==> src/rtl/fdef_pkg.sv <==
// ----------------------------------------------------------------------------
// fdef_pkg
// Types and constants shared by the FAT 8.3 directory entry filter.
// ----------------------------------------------------------------------------
package fdef_pkg;

  localparam logic [1:0] KIND_BYTE    = 2'd0;
  localparam logic [1:0] KIND_FOUND   = 2'd1;
  localparam logic [1:0] KIND_MISSING = 2'd2;
  localparam logic [1:0] KIND_DONE    = 2'd3;

  localparam logic [1:0] CFG_SEARCH_MODE = 2'd0;
  localparam logic [1:0] CFG_TARGET_NAME = 2'd1;
  localparam logic [1:0] CFG_TARGET_EXT  = 2'd2;

  localparam logic [7:0] MARK_DELETED   = 8'hE5;
  localparam logic [7:0] ATTR_LONG_NAME = 8'h0F;
  localparam int         ATTR_LABEL_BIT = 3;
  localparam int         ATTR_DIR_BIT   = 4;
  localparam logic [7:0] CH_SPACE       = 8'h20;
  localparam logic [7:0] CH_DOT         = 8'h2E;
  localparam logic [7:0] CH_LOWER_A     = 8'h61;
  localparam logic [7:0] CH_LOWER_Z     = 8'h7A;
  localparam logic [7:0] CASE_OFFSET    = 8'h20;

  localparam logic [63:0] SPACES_8 = 64'h2020_2020_2020_2020;
  localparam logic [23:0] SPACES_3 = 24'h20_2020;

  // Twelve output slots: eight name bytes, the dot, three extension bytes
  localparam int NUM_SLOTS = 12;
  localparam int DOT_SLOT  = 8;

  typedef struct packed {
    logic [63:0] entry_base_name;
    logic [23:0] entry_extension;
    logic [7:0]  entry_attributes;
    logic [31:0] entry_first_cluster;
    logic [31:0] entry_size;
    logic [15:0] entry_position;
    logic        first_of_directory;
    logic        last_of_directory;
  } in_item_t;

  typedef struct packed {
    logic [1:0]  result_kind;
    logic [7:0]  name_byte;
    logic        is_directory;
    logic [31:0] file_size;
    logic [31:0] first_cluster;
    logic [15:0] result_position;
    logic        last_of_run;
  } out_item_t;

  // Work for the back end: bytes to list, then an optional closing result
  typedef struct packed {
    logic [NUM_SLOTS-1:0]      slot_mask;
    logic [NUM_SLOTS-1:0][7:0] slot_bytes;
    logic                      has_term;
    logic [1:0]                term_kind;
    logic                      is_dir;
    logic [31:0]               size;
    logic [31:0]               cluster;
    logic [15:0]               position;
  } desc_t;

endpackage

==> src/rtl/fdef_front.sv <==
// ----------------------------------------------------------------------------
// fdef_front
// Classifies each directory entry, tracks the end of directory and turns the
// entry into a work descriptor for the back end.
// ----------------------------------------------------------------------------
module fdef_front (
  input  logic              clk,
  input  logic              rst_n,
  input  logic              in_valid,
  output logic              in_ready,
  input  fdef_pkg::in_item_t in_item,
  input  logic              search_mode,
  input  logic [63:0]       target_base_name,
  input  logic [23:0]       target_extension,
  output logic              push_valid,
  input  logic              push_ready,
  output fdef_pkg::desc_t   push_desc
);

  logic        finished_r, finished_nxt;
  logic [10:0][7:0] nm;
  logic [10:0][7:0] tg;
  logic [10:0] byte_eq;
  logic        finished_eff, skip, end_mark, same, dots, has_ext, list_it, accept;
  logic [1:0]  close_kind;
  logic [fdef_pkg::NUM_SLOTS-1:0] list_mask;
  fdef_pkg::desc_t desc;

  always_comb begin
    for (int i = 0; i < 8; i++) begin
      nm[i] = in_item.entry_base_name[8*i +: 8];
      tg[i] = target_base_name[8*i +: 8];
    end
    for (int i = 0; i < 3; i++) begin
      nm[8+i] = in_item.entry_extension[8*i +: 8];
      tg[8+i] = target_extension[8*i +: 8];
    end
    // case-folded compare, one byte lane each
    for (int i = 0; i < 11; i++) begin
      if (nm[i] >= fdef_pkg::CH_LOWER_A && nm[i] <= fdef_pkg::CH_LOWER_Z) begin
        byte_eq[i] = (nm[i] - fdef_pkg::CASE_OFFSET) == tg[i];
      end else begin
        byte_eq[i] = nm[i] == tg[i];
      end
    end
  end

  always_comb begin
    finished_eff = in_item.first_of_directory ? 1'b0 : finished_r;
    skip = (nm[0] == fdef_pkg::MARK_DELETED) ||
           (in_item.entry_attributes == fdef_pkg::ATTR_LONG_NAME) ||
           in_item.entry_attributes[fdef_pkg::ATTR_LABEL_BIT];
    end_mark = !skip && (nm[0] == 8'h00);
    same     = &byte_eq;
    dots     = (nm[0] == fdef_pkg::CH_DOT) &&
               ((nm[1] == fdef_pkg::CH_DOT) || (nm[1] == fdef_pkg::CH_SPACE)) &&
               (nm[2] == fdef_pkg::CH_SPACE);
    has_ext  = (nm[8] != fdef_pkg::CH_SPACE) || (nm[9] != fdef_pkg::CH_SPACE) ||
               (nm[10] != fdef_pkg::CH_SPACE);
    list_it  = !skip && !end_mark && !search_mode && !dots;
    close_kind = search_mode ? fdef_pkg::KIND_MISSING : fdef_pkg::KIND_DONE;

    for (int i = 0; i < 8; i++) begin
      list_mask[i] = nm[i] != fdef_pkg::CH_SPACE;
    end
    list_mask[fdef_pkg::DOT_SLOT] = has_ext;
    for (int i = 0; i < 3; i++) begin
      list_mask[fdef_pkg::DOT_SLOT+1+i] = nm[8+i] != fdef_pkg::CH_SPACE;
    end

    desc = '0;
    for (int i = 0; i < 8; i++) begin
      desc.slot_bytes[i] = nm[i];
    end
    desc.slot_bytes[fdef_pkg::DOT_SLOT] = fdef_pkg::CH_DOT;
    for (int i = 0; i < 3; i++) begin
      desc.slot_bytes[fdef_pkg::DOT_SLOT+1+i] = nm[8+i];
    end
    desc.is_dir   = in_item.entry_attributes[fdef_pkg::ATTR_DIR_BIT];
    desc.size     = desc.is_dir ? 32'd0 : in_item.entry_size;
    desc.cluster  = in_item.entry_first_cluster;
    desc.position = in_item.entry_position;

    finished_nxt = finished_eff;
    if (finished_eff) begin
      desc.has_term = 1'b0;
    end else if (end_mark) begin
      desc.has_term  = 1'b1;
      desc.term_kind = close_kind;
      finished_nxt   = 1'b1;
    end else if (!skip && search_mode && same) begin
      desc.has_term  = 1'b1;
      desc.term_kind = fdef_pkg::KIND_FOUND;
      finished_nxt   = 1'b1;
    end else begin
      desc.slot_mask = list_it ? list_mask : '0;
      desc.has_term  = in_item.last_of_directory;
      desc.term_kind = close_kind;
      finished_nxt   = in_item.last_of_directory;
    end
  end

  assign in_ready   = push_ready;
  assign accept     = in_valid && push_ready;
  // drop requests that give no result
  assign push_valid = in_valid && ((desc.slot_mask != '0) || desc.has_term);
  assign push_desc  = desc;

  always_ff @(posedge clk) begin
    if (!rst_n) begin
      finished_r <= 1'b0;
    end else if (accept) begin
      finished_r <= finished_nxt;
    end
  end

endmodule

==> src/rtl/fdef_queue.sv <==
// ----------------------------------------------------------------------------
// fdef_queue
// Small descriptor queue between the classifier and the result sequencer.
// ----------------------------------------------------------------------------
module fdef_queue #(
  parameter int DEPTH = 2  // power of two, 2 to 32
) (
  input  logic            clk,
  input  logic            rst_n,
  input  logic            push_valid,
  output logic            push_ready,
  input  fdef_pkg::desc_t push_desc,
  output logic            pop_valid,
  input  logic            pop_ready,
  output fdef_pkg::desc_t pop_desc
);

  localparam int AW = $clog2(DEPTH);

  fdef_pkg::desc_t entries_r [DEPTH];
  logic [AW-1:0] wr_ptr_r, rd_ptr_r;
  logic [AW:0]   count_r, count_nxt;
  logic          do_push, do_pop;

  assign push_ready = count_r != (AW+1)'(DEPTH);
  assign pop_valid  = count_r != '0;
  assign pop_desc   = entries_r[rd_ptr_r];
  assign do_push    = push_valid && push_ready;
  assign do_pop     = pop_valid && pop_ready;

  always_comb begin
    count_nxt = count_r;
    if (do_push && !do_pop) begin
      count_nxt = count_r + 1'b1;
    end else if (do_pop && !do_push) begin
      count_nxt = count_r - 1'b1;
    end
  end

  always_ff @(posedge clk) begin
    if (!rst_n) begin
      wr_ptr_r <= '0;
      rd_ptr_r <= '0;
      count_r  <= '0;
    end else begin
      if (do_push) wr_ptr_r <= wr_ptr_r + 1'b1;
      if (do_pop)  rd_ptr_r <= rd_ptr_r + 1'b1;
      count_r <= count_nxt;
    end
  end

  always_ff @(posedge clk) begin
    if (do_push) begin
      entries_r[wr_ptr_r] <= push_desc;
    end
  end

endmodule

==> src/rtl/fdef_back.sv <==
// ----------------------------------------------------------------------------
// fdef_back
// Result sequencer: walks a descriptor's listed bytes, then its closing
// result, one result per cycle into the output register while it is not held.
// ----------------------------------------------------------------------------
module fdef_back (
  input  logic              clk,
  input  logic              rst_n,
  input  logic              pop_valid,
  output logic              pop_ready,
  input  fdef_pkg::desc_t   pop_desc,
  output logic              out_valid,
  input  logic              out_ready,
  output fdef_pkg::out_item_t out_item
);

  fdef_pkg::desc_t cur_r;
  logic            cur_valid_r;
  logic [fdef_pkg::NUM_SLOTS-1:0] rem_r, low, rem_after;
  logic [3:0]      idx;
  logic            advance, emit_byte, desc_done;
  logic            out_valid_r;
  fdef_pkg::out_item_t out_item_r, res;

  always_comb begin
    low       = rem_r & (~rem_r + 1'b1);
    rem_after = rem_r & ~low;
    idx       = '0;
    for (int i = fdef_pkg::NUM_SLOTS - 1; i >= 0; i--) begin
      if (low[i]) idx = 4'(i);
    end
    emit_byte = rem_r != '0;
    desc_done = emit_byte ? ((rem_after == '0) && !cur_r.has_term) : 1'b1;
    advance   = cur_valid_r && (!out_valid_r || out_ready);
    pop_ready = !cur_valid_r || (advance && desc_done);

    res = '0;
    res.last_of_run = desc_done;
    if (emit_byte) begin
      res.result_kind     = fdef_pkg::KIND_BYTE;
      res.name_byte       = cur_r.slot_bytes[idx];
      res.is_directory    = cur_r.is_dir;
      res.file_size       = cur_r.size;
      res.first_cluster   = cur_r.cluster;
      res.result_position = cur_r.position;
    end else begin
      res.result_kind = cur_r.term_kind;
      // only a match carries the entry's metadata
      if (cur_r.term_kind == fdef_pkg::KIND_FOUND) begin
        res.is_directory    = cur_r.is_dir;
        res.file_size       = cur_r.size;
        res.first_cluster   = cur_r.cluster;
        res.result_position = cur_r.position;
      end
    end
  end

  always_ff @(posedge clk) begin
    if (!rst_n) begin
      cur_valid_r <= 1'b0;
      out_valid_r <= 1'b0;
    end else begin
      if (pop_valid && pop_ready) begin
        cur_valid_r <= 1'b1;
      end else if (advance && desc_done) begin
        cur_valid_r <= 1'b0;
      end
      if (advance) begin
        out_valid_r <= 1'b1;
      end else if (out_ready) begin
        out_valid_r <= 1'b0;
      end
    end
  end

  always_ff @(posedge clk) begin
    if (pop_valid && pop_ready) begin
      cur_r <= pop_desc;
      rem_r <= pop_desc.slot_mask;
    end else if (advance) begin
      rem_r <= rem_after;
    end
    if (advance) begin
      out_item_r <= res;
    end
  end

  assign out_valid = out_valid_r;
  assign out_item  = out_item_r;

endmodule

==> src/rtl/fat_directory_entry_filter_top.sv <==
// ----------------------------------------------------------------------------
// fat_directory_entry_filter_top
// FAT 8.3 directory entry filter: lists entries as NAME.EXT bytes or
// searches a directory for a configured 8.3 name.
// ----------------------------------------------------------------------------
// Usage:
//   in_*  : one directory entry per request (valid/ready).
//   out_* : result items (valid/ready); last_of_run marks the final result
//           of an entry. Entries that give no result produce nothing.
//   cfg_* : register writes (index 0 search mode, 1 target name, 2 target
//           extension), always ready; write only while the block is idle.
// Path: when the pipe is empty, an entry's descriptor is written into the
//   queue, loaded by the sequencer and its first result registered out.
// Throughput: one result per cycle at the output register while the output
//   is not held; an entry gives 1 to 13 results, walked by the sequencer.
//   Entries with no result never enter the queue.
// Reset: queue and output empty, end-of-directory mark cleared, search mode
//   off, target name and extension all spaces.
// Stall: a held output stalls the sequencer; the queue keeps taking
//   requests until it holds QUEUE_DEPTH descriptors, then in_ready drops.
// ----------------------------------------------------------------------------
module fat_directory_entry_filter_top #(
  parameter int QUEUE_DEPTH = 2  // power of two, 2 to 32
) (
  input  logic                clk,
  input  logic                rst_n,
  input  logic                in_valid,
  output logic                in_ready,
  input  fdef_pkg::in_item_t  in_item,
  output logic                out_valid,
  input  logic                out_ready,
  output fdef_pkg::out_item_t out_item,
  input  logic                cfg_valid,
  output logic                cfg_ready,
  input  logic [1:0]          cfg_index,
  input  logic [63:0]         cfg_data
);

  logic        search_mode_r;
  logic [63:0] target_name_r;
  logic [23:0] target_ext_r;
  logic        push_valid, push_ready, pop_valid, pop_ready;
  fdef_pkg::desc_t push_desc, pop_desc;

  assign cfg_ready = 1'b1;

  always_ff @(posedge clk) begin
    if (!rst_n) begin
      search_mode_r <= 1'b0;
      target_name_r <= fdef_pkg::SPACES_8;
      target_ext_r  <= fdef_pkg::SPACES_3;
    end else if (cfg_valid && cfg_ready) begin
      case (cfg_index)
        fdef_pkg::CFG_SEARCH_MODE: search_mode_r <= cfg_data[0];
        fdef_pkg::CFG_TARGET_NAME: target_name_r <= cfg_data;
        fdef_pkg::CFG_TARGET_EXT:  target_ext_r  <= cfg_data[23:0];
        default: ;  // ignore writes beyond the register list
      endcase
    end
  end

  fdef_front u_front (
    .clk              (clk),
    .rst_n            (rst_n),
    .in_valid         (in_valid),
    .in_ready         (in_ready),
    .in_item          (in_item),
    .search_mode      (search_mode_r),
    .target_base_name (target_name_r),
    .target_extension (target_ext_r),
    .push_valid       (push_valid),
    .push_ready       (push_ready),
    .push_desc        (push_desc)
  );

  fdef_queue #(
    .DEPTH (QUEUE_DEPTH)
  ) u_queue (
    .clk        (clk),
    .rst_n      (rst_n),
    .push_valid (push_valid),
    .push_ready (push_ready),
    .push_desc  (push_desc),
    .pop_valid  (pop_valid),
    .pop_ready  (pop_ready),
    .pop_desc   (pop_desc)
  );

  fdef_back u_back (
    .clk       (clk),
    .rst_n     (rst_n),
    .pop_valid (pop_valid),
    .pop_ready (pop_ready),
    .pop_desc  (pop_desc),
    .out_valid (out_valid),
    .out_ready (out_ready),
    .out_item  (out_item)
  );

endmodule

==> config.mk <==
export PLATFORM = sky130hd
export DESIGN_NAME = fat_directory_entry_filter_top
export DESIGN_NICKNAME = d
export VERILOG_FILES = /design/src/rtl/fdef_pkg.sv /design/src/rtl/fdef_front.sv /design/src/rtl/fdef_queue.sv /design/src/rtl/fdef_back.sv /design/src/rtl/fat_directory_entry_filter_top.sv
export SDC_FILE = /design/constraint.sdc
export NUM_CORES = 1
export LEC_CHECK = 0
export BUFFER_PORTS_ARGS = -buffer_cell sky130_fd_sc_hd__buf_2
export CORE_MARGIN = 2
export CORE_UTILIZATION = 23
export CTS_CLUSTER_DIAMETER = 120
export CTS_CLUSTER_SIZE = 20
export DETAILED_ROUTE_END_ITERATION = 10
export GPL_ROUTABILITY_DRIVEN = 0
export GPL_TIMING_DRIVEN = 0
export PLACE_DENSITY = 0.48
export SLEW_MARGIN = 10
export SYNTH_ARGS = -nofsm -noshare
export SYNTH_HDL_FRONTEND = slang
export SYNTH_SLANG_ARGS = --single-unit
==> constraint.sdc <==
create_clock -name clk -period 13.5 [get_ports clk]
set_input_delay 0.675 -clock clk [delete_from_list [all_inputs] [get_ports clk]]
set_output_delay 0.675 -clock clk [all_outputs]
set_load 0.01 [all_outputs]
==> flow_summary.toml <==
[worst_setup_path]
path_delay_family = "simple AND/OR/NAND/NOR gates"
critical_path.max_fanout = 21
reg2reg_setup_slack_ns = 8.84
worst_r2r_endpoint = "u_queue.entries_r[1][55]"
crit_slowest_cell = "sky130_fd_sc_hd__or4_1"
crit-reg2reg-launch = "target_name_r[15]"
startpoint_types = "primary input"
worstPathRequired_ns = 13.85
cp_peak_stage_delay_ns = 0.62
critical_path_buf_inv_count = 7
rr_worst_depth = 12
worst-setup-path-type = "in2reg"
timing.critical_path.arrival_ns = 5.15
worst_setup_path_end_kind = "flip-flop"
critical_path.cell_chain = "buf_2 -> clkbuf_1 -> inv_1 -> ha_1 -> nand3b_1 -> a211oi_1 -> nand4_1 -> a21oi_1 -> nand4_1 -> or4_1 -> or3_4 -> a21oi_4 -> buf_16 -> buf_12 -> buf_16 -> buf_12"

[global_route]
antenna_found_initial = 29
grt_pass1_vias = 18319
globalRoute.totalOverflow = 0
grt_first_pass_wirelength_um = 132000
grt_max_degree = 82
overall_global_routing_resource_usage = 0.135

[synthesis]
netlist_area_mm2 = 0.0302
post_synth_arst_share = 0
synth.most_common_cell = "sky130_fd_sc_hd__edfxtp_1"
synth_top_family_by_area = "simple AND/OR/NAND/NOR gates"
mappedNetlistNets = 2346
synth.area.mux_share = 0.0924
synthSimpleGateAreaFrac = 0.109
synth-warning-count = 0
postSynthRegisterBits = 741
number_of_enable_type_register_cells_in_the_synthesized_netlist = 644
postSynthAreaPerCell_um2 = 14.6
synth_cell_type_count = 78
post_synth_fa_ha_maj_area_fraction = 0.0102
ys_top_cells_by_count = "644 x sky130_fd_sc_hd__edfxtp_1, 220 x sky130_fd_sc_hd__nand2_1, 185 x sky130_fd_sc_hd__mux2_2"
netlist_top_cells_area = "sky130_fd_sc_hd__edfxtp_1 64%, sky130_fd_sc_hd__mux2_2 6.9%, sky130_fd_sc_hd__dfxtp_1 6.4%, sky130_fd_sc_hd__nand2_1 2.7%, sky130_fd_sc_hd__mux2i_1 2.4%"
post_synth_top_flop = "sky130_fd_sc_hd__edfxtp_1"
synth-compound-area-share = 0.0559
synth_top_area_share = 0.640
synth-xor-area-share = 0.0122
portion_of_the_post_synthesis_area_used_by_sequential_elements = 0.704
netlist_instances = 2074
post-synth-top-area-cell = "sky130_fd_sc_hd__edfxtp_1"

[placement]
port_buffers = 336
pre_cts_slack_ns = 8.05
dpl.hpwl_um = 71400
placed_cells_incl_taps = 4197

[sta]
slew_headroom = 0.189
setup_slack_ns = 8.70
finalHoldViolations = 0
clock-skew-final_ns = 0.0340
setup_repair_after_global_routing_missed_its_margin = "false"
maxClockFrequency_ghz = 0.208
layout_worst_path_cycle_share = 0.356
fin_crit_ns = 4.80
timing_worst_slew_pin_value_ns = 1.22
finalSetupViolCount = 0
drv_slew = 0

[cts]
cts-root-to-sink-buffers = 3
worstSkewPairLatency_ns = 0.64
htreeDepth = 2
worst_setup_hold_path_clk_slew_ns = 0.09
cts.repair_timing.setup_buffer_count = 0
clock-root-buffer = "sky130_fd_sc_hd__clkbuf_16"
clkSinkCount = 741
cts_hold_buf = 0
tritoncts = "done"
cts.repair.resized = 0
tritoncts.num_buffers = 46

[cells_and_area]
num-fill-cells = 13458
layout_cells_sized_above_1 = 0.256
final_net_count = 2762
layout.cells.non_filler = 4280
post-route-util = 0.277
layout_overhead_on_the_synthesized_area_pct = 19.8

[detailed_routing]
detailroute.via_count = 18617
post_drt_wl_per_cell_um = 21.7
drt-vias-per-instance = 4.35
final_antenna_net_count = 0
remaining_design_rule_violation_count = 0
drt_pre_antenna_iters = 7
routed_wl_um = 92900
detailed_route_iter0_violations = 1440

[outcome]
run_status = "complete, no violations"

[worst_hold_path]
min_delay_path_depth = 1
hold_path_end = "u_queue.entries_r[0][43]"
hold_path.class = "in2reg"
timing.hold.worst.start = "in_item[77]"

[die]
num_io_pins = 344
die-area_mm2 = 0.134
die_y_extent_um = 367
initial_utilization = 0.231
die_wd_um = 367
placeableCoreArea_mm2 = 0.131
placement_rows = 133

[power_and_ir_drop]
cellLeakagePower_nw = 12.3
worst_ir_drop_vdd_mv = 0.118
p_per_area_mw_per_mm2 = 177

[run]
max_cap_violations = 0
==> through the flow <==
stage	instance area, µm²	power [mW]	setup TNS, ns	hold WS (ns)
floorplan	30200	4.31	0	0.436
global placement	34100	5.08	-2112.94	0.450
detailed placement	34800	5.03	0	0.453
CTS	36200	6.55	0	0.147
global route	36200	6.75	0	0.153
finish	36200	6.41	0	0.219
==> report_power, final <==
| group | leakage [nW] | internal [mW] | switching (mW) |
|---|---|---|---|
| combinational | 4.79 | 0.629 | 1.03 |
| sequential | 6.79 | 3.13 | 0.135 |
| clock | 0.693 | 0.698 | 0.797 |
| total | 12.3 | 4.45 | 1.96 |
==> cells in the final DEF (no fill, tap or decap), drive strengths merged, types with 8 or more instances in the layout <==
cell and count:
edfxtp 644, inv 63, nand3b 13, nor2 44, or4 21, nand2b 34, o21ai 30, a211oi 8
dfxtp 97, nand4 27, nor3 21, mux2 185, clkbuf 132, nand3 24, or3 10, nor4b 17
nor2b 55, nor4 25, xor2 19, nand2 220, ha 23, a21oi 117, o211ai 8, o22ai 19
and2 90, mux2i 71, buf 378, xnor2 23
==> per-layer routing <==
| layer | vias to the layer above | track usage | wire length (µm) |
|---|---|---|---|
| met2 | 650 | 0.224 | 43900 |
| met1 | 9162 | 0.177 | 40400 |
| met4 | 8 | 0.0408 | 3090 |
| met3 | 163 | 0.0247 | 5510 |
| met5 | - | 0 | 51 |
| li1 | 8634 | - | - |
==> layout make-up <==
class                           count  area, µm²  area share
Clock inverter                      9        108     0.00297
Timing Repair Buffer              368       2310      0.0637
Buffer                             72        290     0.00801
Multi-Input combinational cell   1204       8510       0.235
Clock buffer                       70       1320      0.0363
Antenna cell                        4       10.0    0.000276
Sequential cell                   741      21300       0.587
Tap cell                         1755       2200      0.0606
Inverter                           57        214     0.00591
==> cells by family (layout without fill, tap and decap cells) <==
| group | count (synthesis) | in the layout |
|---|---|---|
| buf+inv | 129 | 576 |
| simple gates | 621 | 621 |
| flops | 741 | 741 |
| fa+ha+maj | 25 | 25 |
| xor+xnor | 42 | 42 |
| mux | 256 | 256 |
| other cells | 1 | 5 |
| compound gates | 259 | 259 |
==> worst max path at each step <==
stage            startpoint                        to  depth (start not counted)
2_1_floorplan  in_item[139]   u_queue.entries_r[1][0]                          8
3_3_place_gp   in_item[104]  u_queue.entries_r[1][54]                         11
3_5_place_dp   in_item[104]  u_queue.entries_r[1][59]                         15
4_1_cts        in_item[104]  u_queue.entries_r[1][74]                         15
5_1_grt        in_item[167]  u_queue.entries_r[1][50]                         16
6_report       in_item[167]  u_queue.entries_r[1][55]                         16
==> flip-flops by register name, summed over array words and instances (netlist names), 2 cells and up, named ones only <==
| register | flops |
|---|---|
| u_back.cur_r | 172 |
| target_name_r | 64 |
| u_back.rem_r | 12 |
| u_back.out_item | 92 |
| target_ext_r | 24 |
| u_queue.entries_r | 368 |
| u_queue.count_r | 2 |
Note: power is estimated with default switching activity, not from simulation.
